### src/dspu_pkg.sv
// ----------------------------------------------------------------------------
// dspu_pkg
// shared types and constants of the subpicture run-length decoder
// ----------------------------------------------------------------------------
`default_nettype none

package dspu_pkg;

    // register reset values and limits
    localparam int AREA_WIDTH_RESET  = 720;
    localparam int AREA_HEIGHT_RESET = 576;
    localparam int MAX_WIDTH_DEFAULT = 4096;
    localparam int HEIGHT_LIMIT      = 4096;

    // register indexes (byte address is 4 * index)
    localparam logic REG_AREA_WIDTH  = 1'b0;
    localparam logic REG_AREA_HEIGHT = 1'b1;

    // depth of the token queue between front and back
    localparam int QUEUE_DEPTH = 2;

    typedef enum logic [1:0] {
        KIND_DATA         = 2'd0,
        KIND_START_TOP    = 2'd1,
        KIND_START_BOTTOM = 2'd2
    } t_kind;

    typedef struct packed {
        t_kind       kind;
        logic [7:0]  data_byte;
    } t_token;

    typedef struct packed {
        logic [12:0] area_width;
        logic [12:0] area_height;
    } t_cfg;

    typedef struct packed {
        logic [1:0]  run_color;
        logic [12:0] run_length;
        logic [11:0] row;
        logic [11:0] column;
        logic        line_end;
        logic        field_done;
        logic        last;
    } t_run;

endpackage

`default_nettype wire

### src/dspu_if.sv
// ----------------------------------------------------------------------------
// dspu_if
// valid/ready channels for input bytes and decoded runs
// ----------------------------------------------------------------------------
`default_nettype none

interface dspu_byte_if;
    logic       valid;
    logic       ready;
    logic [7:0] data_byte;
    logic       field_start;
    logic       bottom_field;

    modport source (output valid, output data_byte, output field_start,
                    output bottom_field, input ready);
    modport sink   (input valid, input data_byte, input field_start,
                    input bottom_field, output ready);
endinterface

interface dspu_run_if;
    logic        valid;
    logic        ready;
    logic [1:0]  run_color;
    logic [12:0] run_length;
    logic [11:0] row;
    logic [11:0] column;
    logic        line_end;
    logic        field_done;
    logic        last;

    modport source (output valid, output run_color, output run_length, output row,
                    output column, output line_end, output field_done, output last,
                    input ready);
    modport sink   (input valid, input run_color, input run_length, input row,
                    input column, input line_end, input field_done, input last,
                    output ready);
endinterface

`default_nettype wire

### src/dspu_front.sv
// ----------------------------------------------------------------------------
// dspu_front
// byte intake: tags each byte by field start kind and queues it
// ----------------------------------------------------------------------------
`default_nettype none

module dspu_front (
    input  wire             i_clk,
    input  wire             i_rst_n,
    dspu_byte_if.sink       i_byte,
    input  wire             i_pop,
    output logic            o_head_valid,
    output dspu_pkg::t_token o_head
);

    localparam int PtrW = (dspu_pkg::QUEUE_DEPTH > 1) ? $clog2(dspu_pkg::QUEUE_DEPTH) : 1;
    localparam int CntW = $clog2(dspu_pkg::QUEUE_DEPTH + 1);
    localparam logic [PtrW-1:0] LastPtr = PtrW'(dspu_pkg::QUEUE_DEPTH - 1);
    localparam logic [CntW-1:0] FullCnt = CntW'(dspu_pkg::QUEUE_DEPTH);

    dspu_pkg::t_token r_mem [dspu_pkg::QUEUE_DEPTH];
    logic [PtrW-1:0]  r_wr;
    logic [PtrW-1:0]  r_rd;
    logic [CntW-1:0]  r_count;

    dspu_pkg::t_token n_token;
    logic             push;
    logic             pop;

    always_comb begin
        n_token.data_byte = i_byte.data_byte;
        if (!i_byte.field_start) begin
            n_token.kind = dspu_pkg::KIND_DATA;
        end else if (i_byte.bottom_field) begin
            n_token.kind = dspu_pkg::KIND_START_BOTTOM;
        end else begin
            n_token.kind = dspu_pkg::KIND_START_TOP;
        end
    end

    assign i_byte.ready = (r_count != FullCnt);
    assign push         = i_byte.valid && i_byte.ready;
    assign pop          = i_pop && o_head_valid;
    assign o_head_valid = (r_count != '0);
    assign o_head       = r_mem[r_rd];

    always_ff @(posedge i_clk) begin
        if (push) begin
            r_mem[r_wr] <= n_token;
        end
    end

    always_ff @(posedge i_clk) begin
        if (!i_rst_n) begin
            r_wr    <= '0;
            r_rd    <= '0;
            r_count <= '0;
        end else begin
            if (push) begin
                r_wr <= (r_wr == LastPtr) ? '0 : r_wr + 1'b1;
            end
            if (pop) begin
                r_rd <= (r_rd == LastPtr) ? '0 : r_rd + 1'b1;
            end
            case ({push, pop})
                2'b10:   r_count <= r_count + 1'b1;
                2'b01:   r_count <= r_count - 1'b1;
                default: r_count <= r_count;
            endcase
        end
    end

endmodule

`default_nettype wire

### src/dspu_back.sv
// ----------------------------------------------------------------------------
// dspu_back
// nibble sequencer: gathers codes, places runs on lines, drives the run output
// ----------------------------------------------------------------------------
`default_nettype none

module dspu_back #(
    parameter int MAX_WIDTH = dspu_pkg::MAX_WIDTH_DEFAULT
) (
    input  wire              i_clk,
    input  wire              i_rst_n,
    input  dspu_pkg::t_cfg   i_cfg,
    input  wire              i_head_valid,
    input  dspu_pkg::t_token i_head,
    output logic             o_pop,
    dspu_run_if.source       o_run
);

    localparam logic [12:0] MaxW   = 13'(MAX_WIDTH);
    localparam logic [12:0] HLimit = 13'(dspu_pkg::HEIGHT_LIMIT);

    typedef enum logic {
        PH_HIGH,
        PH_LOW
    } t_phase;

    function automatic logic [12:0] field_lines(input logic [12:0] height,
                                                input logic bottom);
        logic [12:0] h;
        logic [12:0] h1;
        h  = (height > HLimit) ? HLimit : height;
        h1 = h + 13'd1;
        return bottom ? {1'b0, h[12:1]} : {1'b0, h1[12:1]};
    endfunction

    t_phase         r_phase;
    logic [11:0]    r_acc;
    logic [1:0]     r_ng;
    logic [12:0]    r_col;
    logic [11:0]    r_line;
    logic           r_field;
    logic           r_complete;
    dspu_pkg::t_run r_out;
    logic           r_out_valid;

    logic [11:0]    n_acc;
    logic [1:0]     n_ng;
    logic [12:0]    n_col;
    logic [11:0]    n_line;
    logic           n_field;
    logic           n_complete;
    dspu_pkg::t_run n_run;

    logic           is_start;
    logic [11:0]    e_acc;
    logic [1:0]     e_ng;
    logic [12:0]    e_col;
    logic [11:0]    e_line;
    logic           e_field;
    logic           e_complete;
    logic [12:0]    e_lines;
    logic [3:0]     nib;
    logic [15:0]    value;
    logic           done;
    logic [12:0]    w_eff;
    logic [12:0]    col_eff;
    logic [12:0]    rem;
    logic [13:0]    len_raw;
    logic [12:0]    len;
    logic           line_done;
    logic [12:0]    next_line;
    logic           fdone;
    logic           run_now;
    logic           can_emit;
    logic           step;

    // a field start applies before the high nibble of its byte
    assign is_start   = (r_phase == PH_HIGH) && (i_head.kind != dspu_pkg::KIND_DATA);
    assign e_field    = is_start ? (i_head.kind == dspu_pkg::KIND_START_BOTTOM) : r_field;
    assign e_lines    = field_lines(i_cfg.area_height, e_field);
    assign e_acc      = is_start ? '0 : r_acc;
    assign e_ng       = is_start ? '0 : r_ng;
    assign e_col      = is_start ? '0 : r_col;
    assign e_line     = is_start ? '0 : r_line;
    assign e_complete = is_start ? (e_lines == '0) : r_complete;

    assign nib   = (r_phase == PH_HIGH) ? i_head.data_byte[7:4] : i_head.data_byte[3:0];
    assign value = {e_acc, nib};

    always_comb begin
        unique case (e_ng)
            2'd0:    done = (value >= 16'h0004);
            2'd1:    done = (value >= 16'h0010);
            2'd2:    done = (value >= 16'h0040);
            default: done = 1'b1;
        endcase
    end

    assign w_eff     = (i_cfg.area_width == '0) ? 13'd1 :
                       ((i_cfg.area_width > MaxW) ? MaxW : i_cfg.area_width);
    assign col_eff   = (e_col >= w_eff) ? '0 : e_col;
    assign rem       = w_eff - col_eff;
    assign len_raw   = value[15:2];
    assign len       = ((len_raw == '0) || (len_raw > {1'b0, rem})) ? rem : len_raw[12:0];
    // len never exceeds rem, so the line ends exactly when it takes all of it
    assign line_done = (len == rem);
    assign next_line = {1'b0, e_line} + 13'd1;
    assign fdone     = line_done && (next_line >= e_lines);

    assign run_now  = !e_complete && done;
    assign can_emit = !r_out_valid || o_run.ready;
    assign step     = i_head_valid && (!run_now || can_emit);
    assign o_pop    = step && ((r_phase == PH_LOW) || e_complete || (run_now && line_done));

    always_comb begin
        n_acc      = e_acc;
        n_ng       = e_ng;
        n_col      = e_col;
        n_line     = e_line;
        n_field    = e_field;
        n_complete = e_complete;
        if (!e_complete) begin
            if (done) begin
                n_acc = '0;
                n_ng  = '0;
                if (line_done) begin
                    n_col  = '0;
                    n_line = next_line[11:0];
                    if (fdone) begin
                        n_complete = 1'b1;
                    end
                end else begin
                    n_col = col_eff + len;
                end
            end else begin
                n_acc = value[11:0];
                n_ng  = e_ng + 2'd1;
            end
        end

        n_run.run_color  = value[1:0];
        n_run.run_length = len;
        n_run.row        = {e_line[10:0], e_field};
        n_run.column     = col_eff[11:0];
        n_run.line_end   = line_done;
        n_run.field_done = fdone;
        // after a plain high-nibble run the low nibble gives a run only if it is 4 or more
        n_run.last       = (r_phase == PH_LOW) || line_done ||
                           (i_head.data_byte[3:0] < 4'd4);
    end

    always_ff @(posedge i_clk) begin
        if (!i_rst_n) begin
            r_phase     <= PH_HIGH;
            r_acc       <= '0;
            r_ng        <= '0;
            r_col       <= '0;
            r_line      <= '0;
            r_field     <= 1'b0;
            r_complete  <= 1'b1;
            r_out_valid <= 1'b0;
        end else begin
            if (r_out_valid && o_run.ready) begin
                r_out_valid <= 1'b0;
            end
            if (step) begin
                r_phase    <= o_pop ? PH_HIGH : PH_LOW;
                r_acc      <= n_acc;
                r_ng       <= n_ng;
                r_col      <= n_col;
                r_line     <= n_line;
                r_field    <= n_field;
                r_complete <= n_complete;
                if (run_now) begin
                    r_out       <= n_run;
                    r_out_valid <= 1'b1;
                end
            end
        end
    end

    assign o_run.valid      = r_out_valid;
    assign o_run.run_color  = r_out.run_color;
    assign o_run.run_length = r_out.run_length;
    assign o_run.row        = r_out.row;
    assign o_run.column     = r_out.column;
    assign o_run.line_end   = r_out.line_end;
    assign o_run.field_done = r_out.field_done;
    assign o_run.last       = r_out.last;

    a_len_nonzero: assert property (@(posedge i_clk) disable iff (!i_rst_n)
        r_out_valid |-> (r_out.run_length != '0))
        else $error("run of zero length");

    a_line_end_last: assert property (@(posedge i_clk) disable iff (!i_rst_n)
        (r_out_valid && r_out.line_end) |-> r_out.last)
        else $error("line end run not last of its byte");

    a_done_line_end: assert property (@(posedge i_clk) disable iff (!i_rst_n)
        (r_out_valid && r_out.field_done) |-> r_out.line_end)
        else $error("field done without line end");

    a_low_has_head: assert property (@(posedge i_clk) disable iff (!i_rst_n)
        (r_phase == PH_LOW) |-> i_head_valid)
        else $error("low nibble phase without a queued byte");

    a_done_sets_complete: assert property (@(posedge i_clk) disable iff (!i_rst_n)
        ($rose(r_out_valid) && r_out.field_done) |-> r_complete)
        else $error("field done run left the field open");

endmodule

`default_nettype wire

### src/dvd_subpicture_rle_decoder_core.sv
// ----------------------------------------------------------------------------
// dvd_subpicture_rle_decoder_core
// run-length decoder for one field of dvd subpicture pixel data
// ----------------------------------------------------------------------------
//
//  channel   dir  handshake        transfer
//  i_byte    in   valid/ready      data byte, field start, bottom field
//  o_run     out  valid/ready      color, length, row, column, line/field flags
//  apb       in   psel/penable     area_width at 0x0, area_height at 0x4
//
//  each byte passes through the nibble sequencer one nibble at a time; its
//  high nibble alone suffices when it ends a line or the field is idle
//  both nibbles share one nibble decode; a finished code waits while the run register is full
//  reset is synchronous active low; registers return to 720 by 576
//  a two-entry token queue and a one-deep run register let each side stall
//  on its own; no clearing pass after reset
//
// ----------------------------------------------------------------------------
`default_nettype none

module dvd_subpicture_rle_decoder_core #(
    parameter int MAX_WIDTH = dspu_pkg::MAX_WIDTH_DEFAULT
) (
    input  wire         i_clk,
    input  wire         i_rst_n,
    dspu_byte_if.sink   i_byte,
    dspu_run_if.source  o_run,
    input  wire         psel,
    input  wire         penable,
    input  wire         pwrite,
    input  wire  [2:0]  paddr,
    input  wire  [31:0] pwdata,
    output logic [31:0] prdata,
    output logic        pready
);

    // configuration registers
    dspu_pkg::t_cfg r_cfg;
    logic           cfg_write;

    // front to back token path
    logic             head_valid;
    dspu_pkg::t_token head;
    logic             pop;

    assign pready    = 1'b1;
    assign cfg_write = psel && penable && pwrite && pready;

    always_ff @(posedge i_clk) begin
        if (!i_rst_n) begin
            r_cfg.area_width  <= 13'(dspu_pkg::AREA_WIDTH_RESET);
            r_cfg.area_height <= 13'(dspu_pkg::AREA_HEIGHT_RESET);
        end else if (cfg_write) begin
            unique case (paddr[2])
                dspu_pkg::REG_AREA_WIDTH:  r_cfg.area_width  <= pwdata[12:0];
                dspu_pkg::REG_AREA_HEIGHT: r_cfg.area_height <= pwdata[12:0];
                default:                   r_cfg             <= r_cfg;
            endcase
        end
    end

    // read back, register index from the word address
    always_comb begin
        unique case (paddr[2])
            dspu_pkg::REG_AREA_WIDTH:  prdata = {19'd0, r_cfg.area_width};
            dspu_pkg::REG_AREA_HEIGHT: prdata = {19'd0, r_cfg.area_height};
            default:                   prdata = '0;
        endcase
    end

    // intake and classification of bytes
    dspu_front u_front (
        .i_clk        (i_clk),
        .i_rst_n      (i_rst_n),
        .i_byte       (i_byte),
        .i_pop        (pop),
        .o_head_valid (head_valid),
        .o_head       (head)
    );

    // code gathering, line placement and run output
    dspu_back #(
        .MAX_WIDTH (MAX_WIDTH)
    ) u_back (
        .i_clk        (i_clk),
        .i_rst_n      (i_rst_n),
        .i_cfg        (r_cfg),
        .i_head_valid (head_valid),
        .i_head       (head),
        .o_pop        (pop),
        .o_run        (o_run)
    );

endmodule

`default_nettype wire
### src/flat_wrapper.sv
// flat-port wrapper written by rule: the top's interface ports become plain ports
module dvd_subpicture_rle_decoder_core_flat 
#(
    parameter int MAX_WIDTH = dspu_pkg::MAX_WIDTH_DEFAULT
)
  (i_clk, i_rst_n, psel, penable, pwrite, paddr, pwdata, prdata, pready, i_byte_valid, i_byte_data_byte, i_byte_field_start, i_byte_bottom_field, i_byte_ready, o_run_valid, o_run_run_color, o_run_run_length, o_run_row, o_run_column, o_run_line_end, o_run_field_done, o_run_last, o_run_ready);
  dspu_byte_if i_byte_i ();
  dspu_run_if o_run_i ();
  input  wire i_clk;
  input  wire i_rst_n;
  input  wire psel;
  input  wire penable;
  input  wire pwrite;
  input  wire  [2:0] paddr;
  input  wire  [31:0] pwdata;
  output logic [31:0] prdata;
  output logic pready;
  input wire logic [$bits(i_byte_i.valid)-1:0] i_byte_valid;
  input wire logic [$bits(i_byte_i.data_byte)-1:0] i_byte_data_byte;
  input wire logic [$bits(i_byte_i.field_start)-1:0] i_byte_field_start;
  input wire logic [$bits(i_byte_i.bottom_field)-1:0] i_byte_bottom_field;
  output wire logic [$bits(i_byte_i.ready)-1:0] i_byte_ready;
  output wire logic [$bits(o_run_i.valid)-1:0] o_run_valid;
  output wire logic [$bits(o_run_i.run_color)-1:0] o_run_run_color;
  output wire logic [$bits(o_run_i.run_length)-1:0] o_run_run_length;
  output wire logic [$bits(o_run_i.row)-1:0] o_run_row;
  output wire logic [$bits(o_run_i.column)-1:0] o_run_column;
  output wire logic [$bits(o_run_i.line_end)-1:0] o_run_line_end;
  output wire logic [$bits(o_run_i.field_done)-1:0] o_run_field_done;
  output wire logic [$bits(o_run_i.last)-1:0] o_run_last;
  input wire logic [$bits(o_run_i.ready)-1:0] o_run_ready;
  assign i_byte_i.valid = i_byte_valid;
  assign i_byte_i.data_byte = i_byte_data_byte;
  assign i_byte_i.field_start = i_byte_field_start;
  assign i_byte_i.bottom_field = i_byte_bottom_field;
  assign i_byte_ready = i_byte_i.ready;
  assign o_run_valid = o_run_i.valid;
  assign o_run_run_color = o_run_i.run_color;
  assign o_run_run_length = o_run_i.run_length;
  assign o_run_row = o_run_i.row;
  assign o_run_column = o_run_i.column;
  assign o_run_line_end = o_run_i.line_end;
  assign o_run_field_done = o_run_i.field_done;
  assign o_run_last = o_run_i.last;
  assign o_run_i.ready = o_run_ready;
  dvd_subpicture_rle_decoder_core #(.MAX_WIDTH(MAX_WIDTH)) u_core (.i_clk(i_clk), .i_rst_n(i_rst_n), .i_byte(i_byte_i), .o_run(o_run_i), .psel(psel), .penable(penable), .pwrite(pwrite), .paddr(paddr), .pwdata(pwdata), .prdata(prdata), .pready(pready));
endmodule
### config.mk
export PLATFORM = sky130hd
export DESIGN_NAME = dvd_subpicture_rle_decoder_core_flat
export DESIGN_NICKNAME = d
export VERILOG_FILES = /design/src/dspu_pkg.sv /design/src/dspu_if.sv /design/src/dspu_front.sv /design/src/dspu_back.sv /design/src/dvd_subpicture_rle_decoder_core.sv /design/src/flat_wrapper.sv
export SDC_FILE = /design/constraint.sdc
export NUM_CORES = 1
export LEC_CHECK = 0
export ABC_AREA = 1
export CAP_MARGIN = 20
export CORE_MARGIN = 2
export CORE_UTILIZATION = 45
export CTS_BUF_LIST = sky130_fd_sc_hd__clkbuf_8 sky130_fd_sc_hd__clkbuf_16
export DETAILED_ROUTE_END_ITERATION = 12
export DONT_BUFFER_PORTS = 1
export PLACE_DENSITY = 0.57
export SETUP_SLACK_MARGIN = 0.4
export SYNTH_ARGS = -nofsm -noshare
export SYNTH_HDL_FRONTEND = slang
export SYNTH_SLANG_ARGS = --single-unit
### constraint.sdc
create_clock -name i_clk -period 12.4 [get_ports i_clk]
set_input_delay 1.24 -clock i_clk [delete_from_list [all_inputs] [get_ports i_clk]]
set_output_delay 1.24 -clock i_clk [all_outputs]
set_load 0.05 [all_outputs]
==> flow_summary.ini, run 1 <==
[final_layout]
layout.filler_cells = 2132
num_antenna_cells = 0
final_area_sq_um = 10200
non_filler_cells_final = 1597
finish.net_count = 1432
drive_above_1_share = 0.0582
synthToLayoutAreaGrowth_pct = 7.05
post-route-util = 0.487

[clocking]
cts_hold_repair.buffers = 0
clock_sink_count = 136
clk_path_buf_depth = 2
post_cts.resized_instances = 0
cts.htree.levels = 4
tritoncts = done
cts_made_buffers = 17
clock_tree.root_cell = sky130_fd_sc_hd__clkbuf_16
postCtsSetupBuffers = 0
clk_latency_ns = 0.43
cts.clk_slew.worst_paths_ns = 0.07

[critical_path]
endpoint_required_time_on_the_critical_path_ns = 12.67
timing.setup.critical_path_class = reg2reg
arrival_time_of_data_at_the_critical_path_endpoint_ns = 9.49
worstPathMaxFanout = 25
critical_path.max_stage_delay_ns = 0.59
start_kind = register
end_kind = register
critical_path_slowest_stage_cell = sky130_fd_sc_hd__dfxtp_1
path_common_cell = sky130_fd_sc_hd__nand2_1

[pwr]
power_report.internal_total_mw = 1.33
max-vdd-ir-drop_mv = 0.145
power.total_mw = 2.83
p_switching_mw = 1.50
p_comb_frac = 0.531
leakagePower_nw = 4.68
seqPwrFrac = 0.288
power.density_nw_per_um2 = 278
clock_share_of_power = 0.181
sw_frac_of_total = 0.530

[sta]
fin_setup_tns_ns = 0
timing.final.setup_violations = 0
slew_viol_final = 0
fin_hold_ws_ns = 0.455
final_period_minus_worst_setup_slack_ns = 9.22
period_share = 0.744
layout_setup_ws_ns = 3.18
tightest_slew_ns = 1.02
top_achievable_clock_speed_mhz = 108
timing.clock.skew_ns = 0.00921
max-slew-margin-rel = 0.313
rsz_0062_raised_after_global_routing = no
timing.final.hold_violations = 0

[routing]
wirelength_mm = 25.0
detail_route.wl_per_cell_microns = 15.7
detail_route.wirelength.met1_mm = 12.1
route.top_layer_used = met4
met3_length_mm = 1.54
detail_routed_via_count_per_cell = 5.19
drtAntennaViolNets = 0
drt_pre_antenna_iters = 5
routed-wl-met2_mm = 11.1
first_iter_violations = 514
post-route-drc-count = 0
routed-via-count = 8292

[logic_synthesis]
yosysUniqueCellTypes = 48
async_flop_share = 0
seq_area_frac_synth = 0.352
synth-edff-count = 62
synth.top_cells.by_count = sky130_fd_sc_hd__nand2_1 (270), sky130_fd_sc_hd__inv_1 (195), sky130_fd_sc_hd__nor2_1 (158)
synth_area_leaders = sky130_fd_sc_hd__edfxtp_1 (20%), sky130_fd_sc_hd__dfxtp_1 (16%), sky130_fd_sc_hd__nand2_1 (11%)
mappedNetlistArea_sq_um = 9500
synth.largest_area_cell = sky130_fd_sc_hd__edfxtp_1
ys_ff_latch = 136
fraction_of_synthesized_cell_area_taken_by_the_top_area_cell_type = 0.196
synth_most_common_cell = sky130_fd_sc_hd__nand2_1
syn_area_per_cell_sq_um = 7.15
top_flip_flop_cell_by_instance_count_after_synthesis = sky130_fd_sc_hd__dfxtp_1
synth_cells = 1328
ys_warn_count = 0

[place]
placement.io_buffers = 0
routabilityCongestion = 0.905
placed_cells_incl_taps = 1565
dp_worst_setup_slack_ns = 3.23
dpl_cell_area_sq_um = 9570
place_hpwl_mm = 18.7

[floorplanning]
die_width_microns = 149
top_level_ports = 129
initial_core_util = 0.455
fp.dieH_microns = 149
placement_rows = 53
core-area_sq_um = 20900
die-area_sq_um = 22300

[global_routing]
grt_antenna_before_repair = 0
grt.total_usage = 0.233
via_count_of_the_first_global_routing_pass = 7407
global_route.overflow_total = 0
grt_max_degree = 55
grt_pass1_wl_mm = 40.0

[job]
max_cap_viol_count = 0

[worst_hold_path]
hp-class = reg2reg

[outcome]
outcome = completed
## routing by layer
metal / vias up / GRT usage
met5: - / 0
met3: 18 / 0.0572
li1: 4267 / -
met2: 248 / 0.353
met4: 0 / 0.0595
met1: 3759 / 0.332
## state kept, by name, indices dropped and copies added (netlist names), 2 cells and up, named ones only
register	cells
u_core.u_back.o_run.run_color	2
u_core.u_back.r_line	12
u_core.u_back.o_run.row	12
u_core.u_front.r_count	2
u_core.u_back.o_run.column	12
u_core.r_cfg	26
u_core.u_back.r_col	13
u_core.u_back.r_ng	2
u_core.u_back.r_acc	12
u_core.u_back.o_run.run_length	13
u_core.u_front.r_mem	20
## logic make-up after synthesis
kind of cell,after synthesis,synth area share
xor+xnor,29,0.0267
other cells,2,0.000791
fa+ha+maj,71,0.0951
buf+inv,264,0.119
simple gates,588,0.272
flops,136,0.352
compound gates,238,0.134
## area by class of cell
cell class                 count  area (sq um)  area share
sequential                   136          3340       0.329
tap                          275           344      0.0338
timing repair buffer           1          7.51    0.000738
multi-input combinational    946          5100       0.501
clock inverter                15           168      0.0165
clock buffer                  17           425      0.0418
inverter                     207           782      0.0769
## cell usage in the layout (no fill, tap or decap), types with 4 or more instances in the layout
cell type / instances
sky130_fd_sc_hd__a21oi_1: 95
sky130_fd_sc_hd__clkbuf_16: 17
sky130_fd_sc_hd__conb_1: 20
sky130_fd_sc_hd__dfxtp_1: 74
sky130_fd_sc_hd__edfxtp_1: 62
sky130_fd_sc_hd__ha_1: 69
sky130_fd_sc_hd__inv_1: 195
sky130_fd_sc_hd__inv_2: 9
sky130_fd_sc_hd__inv_6: 5
sky130_fd_sc_hd__inv_8: 6
sky130_fd_sc_hd__nand2_1: 270
sky130_fd_sc_hd__nand2_2: 10
sky130_fd_sc_hd__nand3_1: 75
sky130_fd_sc_hd__nand4_1: 31
sky130_fd_sc_hd__nor2_1: 157
sky130_fd_sc_hd__nor2_2: 4
sky130_fd_sc_hd__nor3_1: 20
sky130_fd_sc_hd__o211ai_1: 8
sky130_fd_sc_hd__o21ai_0: 87
sky130_fd_sc_hd__o21ai_1: 29
sky130_fd_sc_hd__o21bai_1: 8
sky130_fd_sc_hd__xnor2_1: 10
sky130_fd_sc_hd__xor2_1: 19
## worst paths after layout
kind / startpoint / end / slack [ns] / cells past startpoint
min: u_core.u_back.r_field / u_core.u_back.r_field / 0.46 / 2
max: register / u_core.u_back.r_col[11] / 3.18 / 47
min reg2reg: u_core.u_back.r_field / u_core.u_back.r_field / 0.46 / 2
max reg2reg: register / u_core.u_back.r_col[11] / 3.18 / 47
## power groups by stage
stage               clock, mW  combinational (mW)  sequential [mW]
floorplan                   0                1.20            0.807
global placement            0                1.48            0.823
detailed placement          0                1.50            0.824
CTS                     0.522                1.50            0.815
global route            0.540                1.71            0.828
finish                  0.512                1.50            0.815
## worst max-delay path, delay by kind of cell, from the launching register on
| kind | cells | cell delay (ns) |
|---|---|---|
| and+or+nand+nor | 28 | 4.26 |
| adders and majority gates | 5 | 1.74 |
| AOI/OAI and AO/OA | 8 | 1.33 |
| buffers and inverters | 6 | 1.08 |
| DFF | 1 | 0.59 |
(Power assumes the default switching activity.)
==> run 2: changes to the inputs <==
--- a/config.mk
+++ b/config.mk
@@ -12,7 +12,7 @@
 export CTS_BUF_LIST = sky130_fd_sc_hd__clkbuf_8 sky130_fd_sc_hd__clkbuf_16
 export DETAILED_ROUTE_END_ITERATION = 12
 export DONT_BUFFER_PORTS = 1
-export PLACE_DENSITY = 0.57
+export PLACE_DENSITY = 0.59
 export SETUP_SLACK_MARGIN = 0.4
 export SYNTH_ARGS = -nofsm -noshare
 export SYNTH_HDL_FRONTEND = slang
==> constraint.sdc (replaced) <==
create_clock -name i_clk -period 7.88 [get_ports i_clk]
set_input_delay 0.788 -clock i_clk [delete_from_list [all_inputs] [get_ports i_clk]]
set_output_delay 0.788 -clock i_clk [all_outputs]
set_load 0.05 [all_outputs]
==> run 2 against run 1 <==
Against the previous run: critical path depth is 7 higher; worst hold slack worse by 0.010 ns; via count is 4.4% higher; wire length is 4.9% higher; core utilization is 6.1 points higher; maximum frequency is 31% higher; combinational power is 100% higher; clock power is 69% higher; non-clock buffer count is 88 higher; first-iteration DRC count is 13% lower; total power is 84% higher; sequential power is 57% higher; largest power group unchanged; highest routed layer unchanged.
==> flow_summary.ini, run 2 (synthesized netlist as in run 1, its figures left out) <==
[routing]
post-route-drc-count = 0
detail_route.wl_per_cell_microns = 15.6
routed-via-count = 8659
drt_pre_antenna_iters = 5
drtAntennaViolNets = 0
first_iter_violations = 445
detail_routed_via_count_per_cell = 5.14
wirelength_mm = 26.2

[place]
dpl_cell_area_sq_um = 10100
routabilityCongestion = 0.895
placement.io_buffers = 0
place_hpwl_mm = 19.6

[sta]
timing.final.hold_violations = 0
timing.final.setup_violations = 0
top_achievable_clock_speed_mhz = 142
tightest_slew_ns = 1.00
period_share = 0.894
fin_setup_tns_ns = 0
rsz_0062_raised_after_global_routing = no
timing.clock.skew_ns = 0.0125
max-slew-margin-rel = 0.327
final_period_minus_worst_setup_slack_ns = 7.04
slew_viol_final = 0

[floorplanning]
die-area_sq_um = 22300
placement_rows = 53
top_level_ports = 129
die_width_microns = 149
initial_core_util = 0.455
core-area_sq_um = 20900
fp.dieH_microns = 149

[clocking]
tritoncts = done
clock_sink_count = 136
cts_hold_repair.buffers = 0
cts.clk_slew.worst_paths_ns = 0.07
clock_tree.root_cell = sky130_fd_sc_hd__clkbuf_16
clk_path_buf_depth = 2
clk_latency_ns = 0.44
cts.htree.levels = 4
cts_made_buffers = 17

[pwr]
max-vdd-ir-drop_mv = 0.236
leakagePower_nw = 5.18
power.density_nw_per_um2 = 454

[job]
max_cap_viol_count = 0

[worst_hold_path]
min_to = u_core.u_front.r_mem[0][0]
hp-class = in2reg
min_delay_path_depth = 0
hp-start = i_byte_data_byte[0]

[final_layout]
number_of_flip_flops_in_the_largest_register = 26
layout.filler_cells = 2010
num_antenna_cells = 0
finish.net_count = 1520
layout.cells.most_common = sky130_fd_sc_hd__nand2_1
max_flop_register = u_core.r_cfg
layout.cells.most_common_list = sky130_fd_sc_hd__nand2_1 (261), sky130_fd_sc_hd__inv_1 (188), sky130_fd_sc_hd__nor2_1 (139), sky130_fd_sc_hd__buf_4 (86), sky130_fd_sc_hd__a21oi_1 (85)
drive_above_1_share = 0.181
largest_registers = u_core.r_cfg: 26 flops, u_core.u_front.r_mem: 20 flops
final_area_sq_um = 11400
synthToLayoutAreaGrowth_pct = 20.4

[critical_path]
timing.setup.critical_path_class = reg2reg
endpoint_required_time_on_the_critical_path_ns = 8.24
path_common_cell = sky130_fd_sc_hd__nand2_1
start_kind = register
arrival_time_of_data_at_the_critical_path_endpoint_ns = 7.41
rrSetupSlack_ns = 0.84
reg2reg_to = u_core.u_back.r_col[12]
critical_path_slowest_stage_cell = sky130_fd_sc_hd__fa_2
worstPathMaxFanout = 8
r2r.worst_path.cells = 54
rr_startpoint = u_core.r_cfg[20]
end_kind = register
critical_path.max_stage_delay_ns = 0.40

[global_routing]
grt_antenna_before_repair = 0
grt.total_usage = 0.236
grt_max_degree = 55
via_count_of_the_first_global_routing_pass = 7756
grt_pass1_wl_mm = 40.7
global_route.overflow_total = 0

[outcome]
outcome = completed
[run 2: final cells by class]
cell class / instances / area, sq um / area share
clock buffers: 17 / 425 / 0.0372
inverters: 207 / 788 / 0.0689
flip-flops and latches: 136 / 3340 / 0.292
repair buffers: 89 / 706 / 0.0617
well taps: 275 / 344 / 0.0301
clock inverters: 15 / 199 / 0.0174
multi-input cells: 946 / 5630 / 0.492
[run 2: metal layers]
metal	GRT usage	vias to the layer above	share of wire
met5	0	-	0
met4	0.0695	0	0.019
met3	0.0477	25	0.058
met2	0.361	243	0.44
met1	0.338	3934	0.48
li1	-	4457	-
[run 2: timing repair]
action	4_1_cts	5_1_grt
endpoints found under the setup margin	2	12
setup buffers	0	18
gates resized for setup	7	112
pin swaps	0	34
gates cloned	0	1
endpoints found under the hold margin	0	0
[run 2: per-stage QoR]
stage | total power [mW] | hold WS (ns) | setup slack [ns] | instances | utilization
3_5_place_dp | 4.00 | 0.443 | 0.239 | 1634 | 0.483
2_1_floorplan | 3.16 | 0.427 | 0.876 | 1346 | -
5_1_grt | 5.58 | 0.423 | 0.278 | 1685 | 0.548
4_1_cts | 4.88 | 0.434 | 0.402 | 1666 | 0.514
6_report | 5.19 | 0.445 | 0.835 | 1685 | 0.548
3_3_place_gp | 3.98 | 0.440 | 0.272 | 1634 | 0.483
[run 2: worst max-delay path by stage]
stage | start | cells after the start | endpoint | slack [ns]
final | u_core.r_cfg[20] | 54 | u_core.u_back.r_col[12] | 0.84
after global routing | u_core.r_cfg[20] | 54 | u_core.u_back.r_col[12] | 0.28
after CTS | u_core.r_cfg[19] | 50 | u_core.u_back.r_col[11] | 0.40
after detailed placement | u_core.r_cfg[17] | 48 | u_core.u_back.r_col[11] | 0.24
after global placement | u_core.r_cfg[17] | 48 | u_core.u_back.r_col[11] | 0.27
after floorplan | register | 50 | u_core.u_back.r_col[11] | 0.88
[run 2: worst max-delay path, delay by kind of cell, from the launching register on]
kind | cells | cell delay (ns)
AOI/OAI and AO/OA | 9 | 1.43
buffers and inverters | 10 | 1.00
adders and majority gates | 5 | 1.26
and+or+nand+nor | 30 | 2.96
DFF | 1 | 0.31
[run 2: report_power, final]
part,internal [mW],switching [mW]
Combinational,1.14,1.92
Sequential,0.979,0.298
Clock,0.489,0.377
==> run 3: changes to the inputs <==
--- a/config.mk
+++ b/config.mk
@@ -7,13 +7,16 @@
 export LEC_CHECK = 0
 export ABC_AREA = 1
 export CAP_MARGIN = 20
+export CORE_ASPECT_RATIO = 0.75
 export CORE_MARGIN = 2
 export CORE_UTILIZATION = 45
 export CTS_BUF_LIST = sky130_fd_sc_hd__clkbuf_8 sky130_fd_sc_hd__clkbuf_16
 export DETAILED_ROUTE_END_ITERATION = 12
 export DONT_BUFFER_PORTS = 1
+export MAX_ROUTING_LAYER = met4
 export PLACE_DENSITY = 0.59
 export SETUP_SLACK_MARGIN = 0.4
+export SLEW_MARGIN = 20
 export SYNTH_ARGS = -nofsm -noshare
 export SYNTH_HDL_FRONTEND = slang
 export SYNTH_SLANG_ARGS = --single-unit
==> run 3 against run 2 <==
Against the previous run: sequential share of layout area hardly changed; largest power group unchanged; combinational power hardly changed; core utilization is 1.1 points higher; maximum frequency is 3.5% lower; critical endpoint is now u_core.u_back.r_col[11]; clock-buffer cell count stayed put; critical path type unchanged; die area hardly changed; final cell count is 0.36% lower.
==> flow_summary.ini, run 3 (synthesized netlist as in run 1, its figures left out) <==
[sta]
max-slew-margin-rel = 0.308
timing.final.hold_violations = 0
rsz_0062_raised_after_global_routing = yes
timing.clock.skew_ns = 0.0129
timing.final.setup_violations = 0
period_share = 0.926
final_period_minus_worst_setup_slack_ns = 7.30
slew_viol_final = 0
fin_setup_tns_ns = 0
tightest_slew_ns = 1.03
top_achievable_clock_speed_mhz = 137

[place]
placement.io_buffers = 0
routabilityCongestion = 0.916
place_hpwl_mm = 19.9

[routing]
routed-via-count = 8844
first_iter_violations = 769
wirelength_mm = 27.9
drt_pre_antenna_iters = 5
detail_route.wl_per_cell_microns = 16.6
drtAntennaViolNets = 0
post-route-drc-count = 0
detail_routed_via_count_per_cell = 5.27

[final_layout]
finish.net_count = 1507
layout.cells.most_common = sky130_fd_sc_hd__nand2_1
number_of_flip_flops_in_the_largest_register = 26
num_antenna_cells = 0
post-route-util = 0.559
layout.cells.most_common_list = sky130_fd_sc_hd__nand2_1 (259), sky130_fd_sc_hd__inv_1 (183), sky130_fd_sc_hd__nor2_1 (134), sky130_fd_sc_hd__a21oi_1 (84), sky130_fd_sc_hd__o21ai_0 (77)
drive_above_1_share = 0.190
max_flop_register = u_core.r_cfg
largest_registers = u_core.r_cfg: 26 flops, u_core.u_front.r_mem: 20 flops
synthToLayoutAreaGrowth_pct = 20.5
layout.filler_cells = 1922

[floorplanning]
initial_core_util = 0.463
top_level_ports = 129
placement_rows = 45
core-area_sq_um = 20500
die-area_sq_um = 22300
fp.dieH_microns = 130
die_width_microns = 172

[critical_path]
worstSetupStartpoint = u_core.r_cfg[19]
rrSetupSlack_ns = 0.58
critical_path_slowest_stage_cell = sky130_fd_sc_hd__fa_2
rr_startpoint = u_core.r_cfg[19]
timing.setup.critical_path_class = reg2reg
critical_path.max_stage_delay_ns = 0.42
reg2reg_to = u_core.u_back.r_col[11]
path_common_cell = sky130_fd_sc_hd__nand2_1
endpoint_required_time_on_the_critical_path_ns = 8.16
end_kind = register
start_kind = register
arrival_time_of_data_at_the_critical_path_endpoint_ns = 7.58
r2r.worst_path.cells = 53
worstPathMaxFanout = 8

[clocking]
tritoncts = done
cts.clk_slew.worst_paths_ns = 0.07
cts.htree.levels = 4
clock_tree.root_cell = sky130_fd_sc_hd__clkbuf_16
cts_made_buffers = 17
clock_sink_count = 136
clk_latency_ns = 0.44
clk_path_buf_depth = 2
cts_hold_repair.buffers = 0

[worst_hold_path]
min_delay_path_depth = 0
hp-class = in2reg
min_to = u_core.u_front.r_mem[1][3]
hp-start = i_byte_data_byte[3]

[outcome]
outcome = completed

[global_routing]
grt_pass1_wl_mm = 41.8
via_count_of_the_first_global_routing_pass = 7593
grt.total_usage = 0.252
grt_max_degree = 55
grt_antenna_before_repair = 0
global_route.overflow_total = 0

[pwr]
max-vdd-ir-drop_mv = 0.190
p_comb_frac = 0.586
seqPwrFrac = 0.249
clock_share_of_power = 0.166
power_report.internal_total_mw = 2.53
sw_frac_of_total = 0.509
leakagePower_nw = 5.14
p_switching_mw = 2.63
power.density_nw_per_um2 = 451

[job]
max_cap_viol_count = 0
run 3: cell types whose count changed in the layout (fill, tap and decap cells not counted), moves of 4 or more:
cell,delta
sky130_fd_sc_hd__buf_4,-15
sky130_fd_sc_hd__ha_4,+4
sky130_fd_sc_hd__inv_2,+5
sky130_fd_sc_hd__nor2_1,-5
sky130_fd_sc_hd__inv_1,-5
run 3: worst max-delay path: cells and delay by family, from the launching register on:
kind,cells,cell delay (ns)
simple gates,34,3.77
fa+ha+maj,5,1.42
compound gates,6,0.85
buf+inv,8,0.78
flops,1,0.32
run 3: worst max path at each step:
stage	end	slack, ns	depth (start not counted)
floorplan	u_core.u_back.r_col[11]	0.88	50
global placement	u_core.u_back.r_col[11]	0.27	52
detailed placement	u_core.u_back.r_col[11]	0.19	53
CTS	u_core.u_back.r_col[11]	0.41	53
global route	u_core.u_back.r_col[12]	0.09	55
finish	u_core.u_back.r_col[11]	0.58	53
run 3: routing by layer:
layer  routed length (microns)  up-vias  global-route usage
li1                          -     4431                   -
met1                     13800     4070               0.380
met2                     11500      310               0.348
met3                      2160       33              0.0491
met4                       343        0              0.0484
met5                         0        -                   -
run 3: what timing repair did:
item | in CTS | in global routing
buffers inserted | 8 | 29
pin swaps | 6 | 50
resized for setup | 30 | 123
endpoints found under the setup margin | 3 | 22
gates cloned | 0 | 1
run 3: cell type report:
cell class / count / area (sq um) / share of cell area
multi-input cells: 946 / 5740 / 0.501
flip-flops and latches: 136 / 3350 / 0.292
inverters: 207 / 788 / 0.0689
repair buffers: 76 / 598 / 0.0522
clock buffers: 17 / 425 / 0.0372
well taps: 282 / 353 / 0.0308
clock inverters: 15 / 200 / 0.0175
run 3: power groups by stage:
stage          registers [mW]  logic [mW]  clock network, mW
2_1_floorplan            1.27        1.89                  0
3_3_place_gp             1.30        2.51                  0
3_5_place_dp             1.30        2.53                  0
4_1_cts                  1.29        2.62              0.865
5_1_grt                  1.30        3.34              0.894
6_report                 1.28        3.02              0.856
run 3: through the flow:
step                std cells  hold WS (ns)  instance area [sq um]  setup slack, ns  total power [mW]
CTS                      1649         0.430                  10700            0.410              4.77
floorplan                1346         0.427                   9570            0.876              3.16
global route             1679         0.423                  11400           0.0929              5.54
global placement         1609         0.435                   9860            0.269              3.81
detailed placement       1609         0.443                   9860            0.189              3.83
finish                   1679         0.436                  11400            0.581              5.16
